### src/hw/rtl/sdcp_pkg.sv
`default_nettype none

package sdcp_pkg;

    localparam int LINE_CAPACITY = 64;
    localparam int LEN_W = $clog2(LINE_CAPACITY);

    localparam int DUTY_W = 16;
    localparam int PCT_W = 7;
    localparam int PROD_W = DUTY_W + PCT_W;

    // x / 100 == (x / 4) / 25, and (y * DIV_RECIP) >> DIV_SHIFT == y / 25 for y < 2**21
    localparam int QUOT_IN_W = PROD_W - 2;
    localparam int DIV_SHIFT = 26;
    localparam int RECIP_W = 22;
    localparam logic [RECIP_W-1:0] DIV_RECIP = 22'd2684355;

    localparam logic [1:0] REPLY_NONE = 2'd0;
    localparam logic [1:0] REPLY_OK = 2'd1;
    localparam logic [1:0] REPLY_SYNTAX = 2'd2;
    localparam logic [1:0] REPLY_LONG = 2'd3;

    localparam logic [1:0] CFG_PWM_TOP = 2'd0;
    localparam logic [1:0] CFG_PWM_LIMIT = 2'd1;
    localparam logic [1:0] CFG_TIMEOUT = 2'd2;

    localparam logic [DUTY_W-1:0] PWM_TOP_RESET = 16'd1599;
    localparam logic [PCT_W-1:0] PWM_LIMIT_RESET = 7'd100;
    localparam logic [15:0] TIMEOUT_RESET = 16'd500;

    typedef struct packed {
        logic [1:0] reply;
        logic ok;
        logic stop;
        logic left_neg;
        logic left_nz;
        logic [PROD_W-1:0] left_prod;
        logic right_neg;
        logic right_nz;
        logic [PROD_W-1:0] right_prod;
    } sdcp_stage_t;

    typedef logic [3:0][DUTY_W-1:0] duty_set_t;

endpackage

`default_nettype wire

### src/hw/rtl/sdcp_parse.sv
`default_nettype none

module sdcp_parse
    import sdcp_pkg::*;
(
    input  wire logic              clk,
    input  wire logic              rst_n,
    input  wire logic              accept,
    input  wire logic              advance,
    input  wire logic              req_type,
    input  wire logic [7:0]        rx_byte,
    input  wire logic [DUTY_W-1:0] pwm_top,
    input  wire logic [PCT_W-1:0]  pwm_limit,
    input  wire logic [15:0]       timeout_ms,
    output logic                   stage_valid,
    output sdcp_stage_t            stage
);

    localparam logic [3:0] PH_START = 4'd0;
    localparam logic [3:0] PH_PRE_LEFT = 4'd1;
    localparam logic [3:0] PH_LEFT_SIGN = 4'd2;
    localparam logic [3:0] PH_LEFT_DIG = 4'd3;
    localparam logic [3:0] PH_POST_LEFT = 4'd4;
    localparam logic [3:0] PH_PRE_RIGHT = 4'd5;
    localparam logic [3:0] PH_RIGHT_SIGN = 4'd6;
    localparam logic [3:0] PH_RIGHT_DIG = 4'd7;
    localparam logic [3:0] PH_DONE = 4'd8;
    localparam logic [3:0] PH_FAIL = 4'd9;

    localparam logic [7:0] CH_NUL = 8'd0;
    localparam logic [7:0] CH_TAB = 8'd9;
    localparam logic [7:0] CH_LF = 8'd10;
    localparam logic [7:0] CH_VT = 8'd11;
    localparam logic [7:0] CH_FF = 8'd12;
    localparam logic [7:0] CH_CR = 8'd13;
    localparam logic [7:0] CH_SPACE = 8'd32;
    localparam logic [7:0] CH_PLUS = 8'd43;
    localparam logic [7:0] CH_MINUS = 8'd45;
    localparam logic [7:0] CH_ZERO = 8'd48;
    localparam logic [7:0] CH_NINE = 8'd57;
    localparam logic [7:0] CH_UP_L = 8'd76;
    localparam logic [7:0] CH_UP_R = 8'd82;
    localparam logic [7:0] CH_LO_L = 8'd108;
    localparam logic [7:0] CH_LO_R = 8'd114;

    localparam logic [PCT_W-1:0] PCT_MAX = 7'd100;
    localparam logic [LEN_W-1:0] LEN_LAST = LEN_W'(LINE_CAPACITY - 1);

    function automatic logic [PCT_W-1:0] add_digit(input logic [PCT_W-1:0] mag,
                                                   input logic [7:0] b);
        logic [9:0] v;
        v = 10'(mag) * 10'd10 + 10'(b - CH_ZERO);
        return (v > 10'(PCT_MAX)) ? PCT_MAX : v[PCT_W-1:0];
    endfunction

    logic [3:0]       phase_reg, phase_next;
    logic             upper_reg, upper_next;
    logic             ended_reg, ended_next;
    logic [LEN_W-1:0] len_reg, len_next;
    logic             lneg_reg, lneg_next;
    logic [PCT_W-1:0] lmag_reg, lmag_next;
    logic             rneg_reg, rneg_next;
    logic [PCT_W-1:0] rmag_reg, rmag_next;
    logic [15:0]      elapsed_reg, elapsed_next;
    logic             valid_reg;
    sdcp_stage_t      stage_reg, stage_next;

    logic             blank;
    logic             digit;
    logic [7:0]       r_letter;
    logic [PCT_W-1:0] pct;
    logic [PCT_W-1:0] lim_l;
    logic [PCT_W-1:0] lim_r;

    assign blank = (rx_byte == CH_SPACE) || (rx_byte == CH_TAB) || (rx_byte == CH_VT)
                || (rx_byte == CH_FF) || (rx_byte == CH_LF) || (rx_byte == CH_CR);
    assign digit = (rx_byte >= CH_ZERO) && (rx_byte <= CH_NINE);
    assign r_letter = upper_reg ? CH_UP_R : CH_LO_R;

    assign pct = (pwm_limit > PCT_MAX) ? PCT_MAX : pwm_limit;
    assign lim_l = (lmag_reg < pct) ? lmag_reg : pct;
    assign lim_r = (rmag_reg < pct) ? rmag_reg : pct;

    always_comb
    begin
        phase_next = phase_reg;
        upper_next = upper_reg;
        ended_next = ended_reg;
        len_next = len_reg;
        lneg_next = lneg_reg;
        lmag_next = lmag_reg;
        rneg_next = rneg_reg;
        rmag_next = rmag_reg;
        elapsed_next = elapsed_reg;
        stage_next.reply = REPLY_NONE;
        stage_next.ok = 1'b0;
        stage_next.left_neg = lneg_reg;
        stage_next.left_nz = (lmag_reg != '0);
        stage_next.left_prod = PROD_W'(pwm_top) * PROD_W'(lim_l);
        stage_next.right_neg = rneg_reg;
        stage_next.right_nz = (rmag_reg != '0);
        stage_next.right_prod = PROD_W'(pwm_top) * PROD_W'(lim_r);

        if (req_type)
        begin
            if (elapsed_reg != 16'hFFFF)
            begin
                elapsed_next = elapsed_reg + 16'd1;
            end
        end
        else if ((rx_byte == CH_CR) || (rx_byte == CH_LF))
        begin
            if (len_reg != '0)
            begin
                if ((phase_reg == PH_RIGHT_DIG) || (phase_reg == PH_DONE))
                begin
                    stage_next.ok = 1'b1;
                    stage_next.reply = REPLY_OK;
                    elapsed_next = '0;
                end
                else
                begin
                    stage_next.reply = REPLY_SYNTAX;
                end
                phase_next = PH_START;
                upper_next = 1'b0;
                ended_next = 1'b0;
                len_next = '0;
                lneg_next = 1'b0;
                lmag_next = '0;
                rneg_next = 1'b0;
                rmag_next = '0;
            end
        end
        else if (len_reg < LEN_LAST)
        begin
            len_next = len_reg + LEN_W'(1);
            if (!ended_reg)
            begin
                if (rx_byte == CH_NUL)
                begin
                    ended_next = 1'b1;
                end
                else
                begin
                    unique case (phase_reg)
                        PH_START:
                        begin
                            if (rx_byte == CH_UP_L)
                            begin
                                upper_next = 1'b1;
                                phase_next = PH_PRE_LEFT;
                            end
                            else if (rx_byte == CH_LO_L)
                            begin
                                upper_next = 1'b0;
                                phase_next = PH_PRE_LEFT;
                            end
                            else
                            begin
                                phase_next = PH_FAIL;
                            end
                        end
                        PH_PRE_LEFT:
                        begin
                            if (blank)
                            begin
                                phase_next = PH_PRE_LEFT;
                            end
                            else if (rx_byte == CH_MINUS)
                            begin
                                lneg_next = 1'b1;
                                phase_next = PH_LEFT_SIGN;
                            end
                            else if (rx_byte == CH_PLUS)
                            begin
                                phase_next = PH_LEFT_SIGN;
                            end
                            else if (digit)
                            begin
                                lmag_next = add_digit('0, rx_byte);
                                phase_next = PH_LEFT_DIG;
                            end
                            else
                            begin
                                phase_next = PH_FAIL;
                            end
                        end
                        PH_LEFT_SIGN:
                        begin
                            if (digit)
                            begin
                                lmag_next = add_digit('0, rx_byte);
                                phase_next = PH_LEFT_DIG;
                            end
                            else
                            begin
                                phase_next = PH_FAIL;
                            end
                        end
                        PH_LEFT_DIG:
                        begin
                            if (digit)
                            begin
                                lmag_next = add_digit(lmag_reg, rx_byte);
                            end
                            else if (blank)
                            begin
                                phase_next = PH_POST_LEFT;
                            end
                            else if (rx_byte == r_letter)
                            begin
                                phase_next = PH_PRE_RIGHT;
                            end
                            else
                            begin
                                phase_next = PH_FAIL;
                            end
                        end
                        PH_POST_LEFT:
                        begin
                            if (!blank)
                            begin
                                phase_next = (rx_byte == r_letter) ? PH_PRE_RIGHT : PH_FAIL;
                            end
                        end
                        PH_PRE_RIGHT:
                        begin
                            if (blank)
                            begin
                                phase_next = PH_PRE_RIGHT;
                            end
                            else if (rx_byte == CH_MINUS)
                            begin
                                rneg_next = 1'b1;
                                phase_next = PH_RIGHT_SIGN;
                            end
                            else if (rx_byte == CH_PLUS)
                            begin
                                phase_next = PH_RIGHT_SIGN;
                            end
                            else if (digit)
                            begin
                                rmag_next = add_digit('0, rx_byte);
                                phase_next = PH_RIGHT_DIG;
                            end
                            else
                            begin
                                phase_next = PH_FAIL;
                            end
                        end
                        PH_RIGHT_SIGN:
                        begin
                            if (digit)
                            begin
                                rmag_next = add_digit('0, rx_byte);
                                phase_next = PH_RIGHT_DIG;
                            end
                            else
                            begin
                                phase_next = PH_FAIL;
                            end
                        end
                        PH_RIGHT_DIG:
                        begin
                            if (digit)
                            begin
                                rmag_next = add_digit(rmag_reg, rx_byte);
                            end
                            else
                            begin
                                phase_next = PH_DONE;
                            end
                        end
                        default:
                        begin
                            phase_next = phase_reg;
                        end
                    endcase
                end
            end
        end
        else
        begin
            // byte past capacity: drop the whole line
            stage_next.reply = REPLY_LONG;
            phase_next = PH_START;
            upper_next = 1'b0;
            ended_next = 1'b0;
            len_next = '0;
            lneg_next = 1'b0;
            lmag_next = '0;
            rneg_next = 1'b0;
            rmag_next = '0;
        end

        stage_next.stop = (elapsed_next > timeout_ms);
    end

    always_ff @(posedge clk or negedge rst_n)
    begin
        if (!rst_n)
        begin
            phase_reg <= PH_START;
            upper_reg <= 1'b0;
            ended_reg <= 1'b0;
            len_reg <= '0;
            lneg_reg <= 1'b0;
            lmag_reg <= '0;
            rneg_reg <= 1'b0;
            rmag_reg <= '0;
            elapsed_reg <= '0;
            valid_reg <= 1'b0;
        end
        else
        begin
            if (accept)
            begin
                phase_reg <= phase_next;
                upper_reg <= upper_next;
                ended_reg <= ended_next;
                len_reg <= len_next;
                lneg_reg <= lneg_next;
                lmag_reg <= lmag_next;
                rneg_reg <= rneg_next;
                rmag_reg <= rmag_next;
                elapsed_reg <= elapsed_next;
                valid_reg <= 1'b1;
            end
            else if (advance)
            begin
                valid_reg <= 1'b0;
            end
        end
    end

    always_ff @(posedge clk)
    begin
        if (accept)
        begin
            stage_reg <= stage_next;
        end
    end

    assign stage_valid = valid_reg;
    assign stage = stage_reg;

endmodule

`default_nettype wire

### src/hw/rtl/sdcp_scale.sv
`default_nettype none

module sdcp_scale
    import sdcp_pkg::*;
(
    input  wire logic         clk,
    input  wire logic         rst_n,
    input  wire logic         advance,
    input  wire logic         stage_valid,
    input  wire sdcp_stage_t  stage,
    output logic              out_valid,
    output logic [1:0]        out_reply,
    output duty_set_t         out_duty
);

    localparam int QUOT_FULL_W = QUOT_IN_W + RECIP_W;

    logic [QUOT_FULL_W-1:0] left_quot;
    logic [QUOT_FULL_W-1:0] right_quot;
    logic [DUTY_W-1:0]      left_duty;
    logic [DUTY_W-1:0]      right_duty;

    duty_set_t  duty_reg, duty_next;
    logic       valid_reg;
    logic [1:0] reply_reg;
    duty_set_t  out_duty_reg;

    // divide by 100: drop two bits, then reciprocal multiply for the 25
    assign left_quot = QUOT_FULL_W'(stage.left_prod[PROD_W-1:2]) * QUOT_FULL_W'(DIV_RECIP);
    assign right_quot = QUOT_FULL_W'(stage.right_prod[PROD_W-1:2]) * QUOT_FULL_W'(DIV_RECIP);
    assign left_duty = left_quot[DIV_SHIFT +: DUTY_W];
    assign right_duty = right_quot[DIV_SHIFT +: DUTY_W];

    always_comb
    begin
        duty_next = duty_reg;
        if (stage.ok)
        begin
            duty_next[0] = (stage.left_nz && !stage.left_neg) ? left_duty : '0;
            duty_next[1] = (stage.left_nz && stage.left_neg) ? left_duty : '0;
            duty_next[2] = (stage.right_nz && !stage.right_neg) ? right_duty : '0;
            duty_next[3] = (stage.right_nz && stage.right_neg) ? right_duty : '0;
        end
        if (stage.stop)
        begin
            duty_next = '0;
        end
    end

    always_ff @(posedge clk or negedge rst_n)
    begin
        if (!rst_n)
        begin
            duty_reg <= '0;
            valid_reg <= 1'b0;
        end
        else if (advance)
        begin
            valid_reg <= stage_valid;
            if (stage_valid)
            begin
                duty_reg <= duty_next;
            end
        end
    end

    always_ff @(posedge clk)
    begin
        if (advance && stage_valid)
        begin
            reply_reg <= stage.reply;
            out_duty_reg <= duty_next;
        end
    end

    assign out_valid = valid_reg;
    assign out_reply = reply_reg;
    assign out_duty = out_duty_reg;

endmodule

`default_nettype wire

### src/hw/rtl/serial_drive_command_parser_top.sv
`default_nettype none

// Two-motor drive command parser. Each input transfer is either a received
// serial byte or a one-millisecond tick (s_tuser = 1); each gives exactly one
// output transfer with a reply code and the four current PWM compare values.
// Lines "L <int> R <int>" or "l <int> r <int>" end on CR or LF; a good line
// sets the duties to pwm_period_top * min(|speed|, limit) / 100 on the forward
// or reverse output, and the duties drop to zero once more ticks than the
// stop timeout register holds have passed since the last good line. One
// transfer is taken every cycle while m_tready does not stall the output; a
// result passes the parse stage (line state machine and the top-times-percent
// multiply) and then the scale stage (reciprocal multiply for the divide by
// 100). The user must write configuration only while no transfer is in
// flight; the block itself does not enforce it.
module serial_drive_command_parser_top
    import sdcp_pkg::*;
(
    input  wire logic        clk,
    input  wire logic        rst_n,
    input  wire logic        s_tvalid,
    output logic             s_tready,
    input  wire logic [7:0]  s_tdata,   // rx_byte
    input  wire logic        s_tuser,   // req_type
    output logic             m_tvalid,
    input  wire logic        m_tready,
    // reply_code, left_fwd_duty, left_rev_duty, right_fwd_duty, right_rev_duty, zero pad
    output logic [71:0]      m_tdata,
    input  wire logic        cfg_we,
    input  wire logic [1:0]  cfg_index,
    input  wire logic [15:0] cfg_data
);

    logic [DUTY_W-1:0] pwm_top_reg;
    logic [PCT_W-1:0]  pwm_limit_reg;
    logic [15:0]       timeout_reg;

    logic        advance;
    logic        accept;
    logic        stage_valid;
    sdcp_stage_t stage;
    logic [1:0]  out_reply;
    duty_set_t   out_duty;

    always_ff @(posedge clk or negedge rst_n)
    begin
        if (!rst_n)
        begin
            pwm_top_reg <= PWM_TOP_RESET;
            pwm_limit_reg <= PWM_LIMIT_RESET;
            timeout_reg <= TIMEOUT_RESET;
        end
        else if (cfg_we)
        begin
            unique case (cfg_index)
                CFG_PWM_TOP:   pwm_top_reg <= cfg_data;
                CFG_PWM_LIMIT: pwm_limit_reg <= cfg_data[PCT_W-1:0];
                CFG_TIMEOUT:   timeout_reg <= cfg_data;
                default:       pwm_top_reg <= pwm_top_reg;
            endcase
        end
    end

    assign advance = !m_tvalid || m_tready;
    assign s_tready = !stage_valid || advance;
    assign accept = s_tvalid && s_tready;

    sdcp_parse u_parse (
        .clk         (clk),
        .rst_n       (rst_n),
        .accept      (accept),
        .advance     (advance),
        .req_type    (s_tuser),
        .rx_byte     (s_tdata),
        .pwm_top     (pwm_top_reg),
        .pwm_limit   (pwm_limit_reg),
        .timeout_ms  (timeout_reg),
        .stage_valid (stage_valid),
        .stage       (stage)
    );

    sdcp_scale u_scale (
        .clk         (clk),
        .rst_n       (rst_n),
        .advance     (advance),
        .stage_valid (stage_valid),
        .stage       (stage),
        .out_valid   (m_tvalid),
        .out_reply   (out_reply),
        .out_duty    (out_duty)
    );

    assign m_tdata = {6'd0, out_duty[3], out_duty[2], out_duty[1], out_duty[0], out_reply};

`ifndef SYNTH
    // a motor is never driven both ways at once
    assert property (@(posedge clk) disable iff (!rst_n)
        m_tvalid |-> (out_duty[0] == '0 || out_duty[1] == '0))
        else $error("left motor driven forward and reverse");

    assert property (@(posedge clk) disable iff (!rst_n)
        m_tvalid |-> (out_duty[2] == '0 || out_duty[3] == '0))
        else $error("right motor driven forward and reverse");

    // a good line cannot also trip the timeout
    assert property (@(posedge clk) disable iff (!rst_n)
        (stage_valid && stage.ok) |-> !stage.stop)
        else $error("timeout on a good line");
`endif

endmodule

`default_nettype wire
### config.mk
export PLATFORM = sky130hd
export DESIGN_NAME = serial_drive_command_parser_top
export DESIGN_NICKNAME = d
export VERILOG_FILES = /design/src/hw/rtl/sdcp_pkg.sv /design/src/hw/rtl/sdcp_parse.sv /design/src/hw/rtl/sdcp_scale.sv /design/src/hw/rtl/serial_drive_command_parser_top.sv
export SDC_FILE = /design/constraint.sdc
export NUM_CORES = 2
export LEC_CHECK = 0
export ABC_AREA = 1
export BUFFER_PORTS_ARGS = -buffer_cell sky130_fd_sc_hd__buf_2
export CORE_ASPECT_RATIO = 0.8
export CORE_UTILIZATION = 30
export CTS_CLUSTER_DIAMETER = 120
export CTS_CLUSTER_SIZE = 40
export DETAILED_ROUTE_END_ITERATION = 8
export PLACE_DENSITY = 0.5
export SETUP_SLACK_MARGIN = 0.2
export SLEW_MARGIN = 20
export SYNTH_ARGS = -nofsm -noshare
export SYNTH_HDL_FRONTEND = slang
export SYNTH_HIERARCHICAL = 1
export SYNTH_SLANG_ARGS = --single-unit
export TNS_END_PERCENT = 10
### constraint.sdc
create_clock -name clk -period 7.55 [get_ports clk]
set_input_delay 0.755 -clock clk [delete_from_list [all_inputs] [get_ports clk]]
set_output_delay 0.755 -clock clk [all_outputs]
set_load 0.02 [all_outputs]
# == Word level (Yosys, flattened, before mapping) ==
# Cells that the tools add are included.
# word_totals
regBits,269
latch_bits,0
mem_bits_rw,0
mem_bits_ro,0
inputBits,32
elab_cells,234
n_memories,0
# op_classes
n_addsub,5
multipliers,6
n_div,0
order_cmp,10
eq_ne,45
n_shift,0
mux,94
bitwise_logic,3
n_reduce_logical,39
# op_table
operator,count
$mux W7,25
$mux W16,9
$mux W64,2
$mul A21 B22 Y42 const B,2
$mux W4,20
$mul A16 B7 Y23,2
$pmux W7 S3,2
$eq A8 B4 Y1 const B,5
$pmux W4 S8,1
$gt A10 B7 Y1 const B,3
$mux W1,27
$eq A8 B6 Y1 const B,3
$mux W6,4
$add A10 B10 Y10,2
$ne A4 B3 Y1 const B,5
$ne A4 B4 Y1 const B,5
$reduce_and A10 Y1,2
$mul A7 B3 Y9 const B,2
$add A16 B1 Y16 const B,1
$eq A4 B3 Y1 const B,4
$eq A8 B7 Y1 const B,2
$gt A16 B16 Y1,1
$ne A16 B16 Y1 const B,1
$reduce_and A8 Y1,2
other kinds (37),70

# == Logic depth before layout (Yosys ltp) ==
# logic_depth
word_depth,13
ltp_mapped,31
depth_no_buf,31

# == Modules after synthesis ==
# Netlist, hierarchy kept.
# by_module_without_submodules
mod,n_inst,cells_per_inst,area_each_um2,seq_area_each_um2
sdcp_scale,1,2882,23252.3,3608.5
sdcp_parse,1,1970,14747.9,2747.6
serial_drive_command_parser_top,1,186,1740.4,997.2

# == Least setup slack after synthesis ==
# OpenSTA, ideal clock, no wires.
# synth_timing
path_kind,register to register
startpoint,register pwm_limit_reg[2]
endpoint,"register u_parse.stage_reg (netlist bit u_parse/stage[38]), data pin"
setup_ns,0.265
arrival_ns,5.714
slack_ns,1.571
path_stages_with_launch,29
path_buffers,1
cell_sequence,dfstp_2 o21ai_1 a21oi_1 inv_1 nand2_1 ha_1 a21oi_1 nor2_1 a211oi_2 nand3_1 nand2_2 buf_6 nor2_1 fa_1 inv_1 fa_1 inv_1 fa_1 inv_1 fa_1 inv_1 ha_1 a21oi_1 inv_1 o21ai_0 nand2_1 a31oi_1 o21ai_0 xor2_1
# synth_lines
element,line,rtl
"start, declared",serial_drive_command_parser_top.sv:34,logic [PCT_W-1:0] pwm_limit_reg;
"start signal, assigned",serial_drive_command_parser_top.sv:56,CFG_PWM_LIMIT: pwm_limit_reg <= cfg_data[PCT_W-1:0];
"end signal, assigned",sdcp_parse.sv:341,stage_reg <= stage_next;
"end, declared",sdcp_parse.sv:66,"sdcp_stage_t stage_reg, stage_next;"

==> flow_metrics.py <==
metrics = {
    "detailed_routing": {
        "drt_iter0_drc": 2300,
        "wirelength_um": 114000,
        "drtAntennaViolNets": 0,
        "drcViolationCount": 0,
        "vias_per_cell": 4.64,
        "vias": 31600,
        "wire_per_inst_um": 16.7,
        "drtPass1Iterations": 6,
    },
    "worst_setup_path": {
        "worst-path-buf-inv": 3,
        "regToRegSetupSlack_ns": 0.77,
        "crit_slowest_cell": "dfstp_2",
        "cp-start-kind": "flip-flop",
        "required_ns": 7.91,
        "worst_setup_path_end_kind": "flip-flop",
        "cpMostUsedCell": "nand2_1",
        "cp_top_family": "adder cells",
        "crit_arrival_ns": 7.14,
        "crit_type": "flip-flop to flip-flop",
        "worstPathMaxFanout": 13,
        "slowest_delay_ns": 0.56,
    },
    "sta": {
        "tns_ns": 0,
        "max-slew-margin-rel": 0.330,
        "skew_ns": 0.0744,
        "setup_violations": 0,
        "fin_crit_sh": 0.898,
        "max_slew.worst_pin.slew_ns": 1.01,
        "whs_ns": 0.227,
        "setup_ws_ns": 0.768,
        "slew_viol_final": 0,
        "max_freq_ghz": 0.147,
        "final_hold_viol_count": 0,
        "rsz0062_at_grt": "true",
        "fin_crit_ns": 6.78,
    },
    "job": {
        "cap_violations": 0,
    },
    "finish": {
        "num-nets-final": 6113,
        "layout-drive-gt1-share": 0.0522,
        "synthToLayoutAreaGrowth_pct": 7.39,
        "fillCellCount": 14000,
        "final-instance-count-excl-fill": 6823,
    },
    "logic_synthesis": {
        "syn_area_um2": 39600,
        "netlist_instances": 5032,
        "synth.avg_cell_area_um2": 7.87,
        "yosysWarnings": 6,
    },
    "status": {
        "status": "finished clean",
    },
    "floorplanning": {
        "fp.dieW_um": 408,
        "dieArea_um2": 134000,
        "pin_count": 106,
        "row_count": 118,
        "initial_core_util": 0.304,
        "die_height_um": 327,
        "core-area_um2": 130000,
    },
    "clock_network": {
        "path_clk_slew_ns": 0.14,
        "cts_setup_buffers": 0,
        "cts_tree": "built",
        "cts_num_sinks": 265,
        "clkLatencyLatePin_ns": 0.60,
        "cts_buffer_depth": 3,
        "htree_levels": 1,
        "cts_root_buf": "clkbuf_16",
        "cts_hold_buf": 0,
        "cts_buffers": 15,
    },
    "placement": {
        "hpwlAfterDp_um": 96200,
        "portBuffers": 99,
        "preCtsSetupSlack_ns": 0.861,
        "dp.cells": 6795,
        "place_congestion": 0.896,
    },
    "global_routing": {
        "grt_max_degree": 88,
        "grt_pass1_wl_um": 182000,
        "grt_overflow": 0,
        "grt_usage": 0.172,
        "grt_pass1_vias": 31800,
        "antenna_found_initial": 3,
    },
    "hold_path": {
        "hold_path_class": "input pin to asynchronous set/reset pin",
    },
}
-- metrics by stage --
step | area [um^2] | util
2_1_floorplan | 39600 | -
3_3_place_gp | 41900 | 0.322
3_5_place_dp | 41900 | 0.322
4_1_cts | 42500 | 0.327
5_1_grt | 42500 | 0.327
6_report | 42500 | 0.327
-- cell type report --
| type | instances | area [um^2] | area share |
|---|---|---|---|
| multi-input combinational | 3617 | 27900 | 0.656 |
| timing repair buffer | 112 | 599 | 0.0141 |
| antenna | 2 | 5.00 | 0.000118 |
| clock inverter | 11 | 263 | 0.00618 |
| inverter | 1061 | 3990 | 0.0939 |
| clock buffer | 15 | 375 | 0.00882 |
| sequential | 265 | 7230 | 0.170 |
| tap | 1740 | 2180 | 0.0512 |
-- worst reg2reg max path: cells and delay by family (launching register included) --
kind | cells | cell delay, ns
simple gates | 9 | 1.67
flops | 1 | 0.56
xor+xnor | 1 | 0.11
buf+inv | 3 | 0.19
compound gates | 7 | 1.30
fa+ha+maj | 6 | 2.71
-- cells in the final DEF (no fill, tap or decap), types with 3 or more instances in the layout --
cell / count
nor2_2: 15
nand3_1: 341
a21oi_2: 5
nand3_2: 8
buf_4: 13
a21o_1: 8
buf_2: 98
dfstp_2: 17
nor2_1: 429
clkbuf_16: 15
edfxtp_1: 116
ha_1: 557
xor2_1: 42
inv_2: 13
a31oi_1: 7
xnor2_1: 19
clkinv_16: 6
or2_2: 12
inv_1: 1045
nor4_1: 8
nand3b_1: 17
dfrtp_1: 132
o21bai_1: 20
o21a_1: 6
nand2_1: 1203
nand4_1: 85
a211oi_1: 5
fa_1: 452
conb_1: 6
nor2_4: 4
nor3_2: 9
nand2_2: 25
nor3_1: 30
o21ai_1: 8
o21ai_0: 80
a21oi_1: 191
nand3_4: 3
-- path summary, 6_finish.rpt --
check	from	to	cells past startpoint
max in group asynchronous	rst_n	u_scale/duty_reg[57]$_DFFE_PN0P_	2
hold reg to reg	u_parse/stage[53]$_SDFFCE_PP0P_	u_scale/out_reply[1]$_DFFE_PP_	0
setup reg to reg	pwm_limit_reg[2]$_DFFE_PN1P_	u_parse/stage[38]$_DFFE_PP_	26
hold / removal	rst_n	u_parse/elapsed_reg[13]$_DFFE_PN0P_	1
min in group clk	cfg_data[10]	pwm_top_reg[10]$_DFFE_PN1P_	3
setup / recovery	pwm_limit_reg[2]$_DFFE_PN1P_	u_parse/stage[38]$_DFFE_PP_	26
-- per-layer routing --
layer  global-route usage  up-vias  routed length, um
met2                0.247      730              45200
met4               0.0211        2               1350
li1                     -    15700                  -
met3               0.0329       64               7500
met1                0.269    15100              59600
met5                    0        -                 19
-- timing repair --
item / 4_1_cts / 5_1_grt
endpoints found under the hold margin: 0 / 0
resized for setup: 0 / 1
endpoints found under the setup margin: 0 / 2
Power is not shown: default switching activity piles up to over one toggle a cycle in this logic, so the estimate is an artifact.
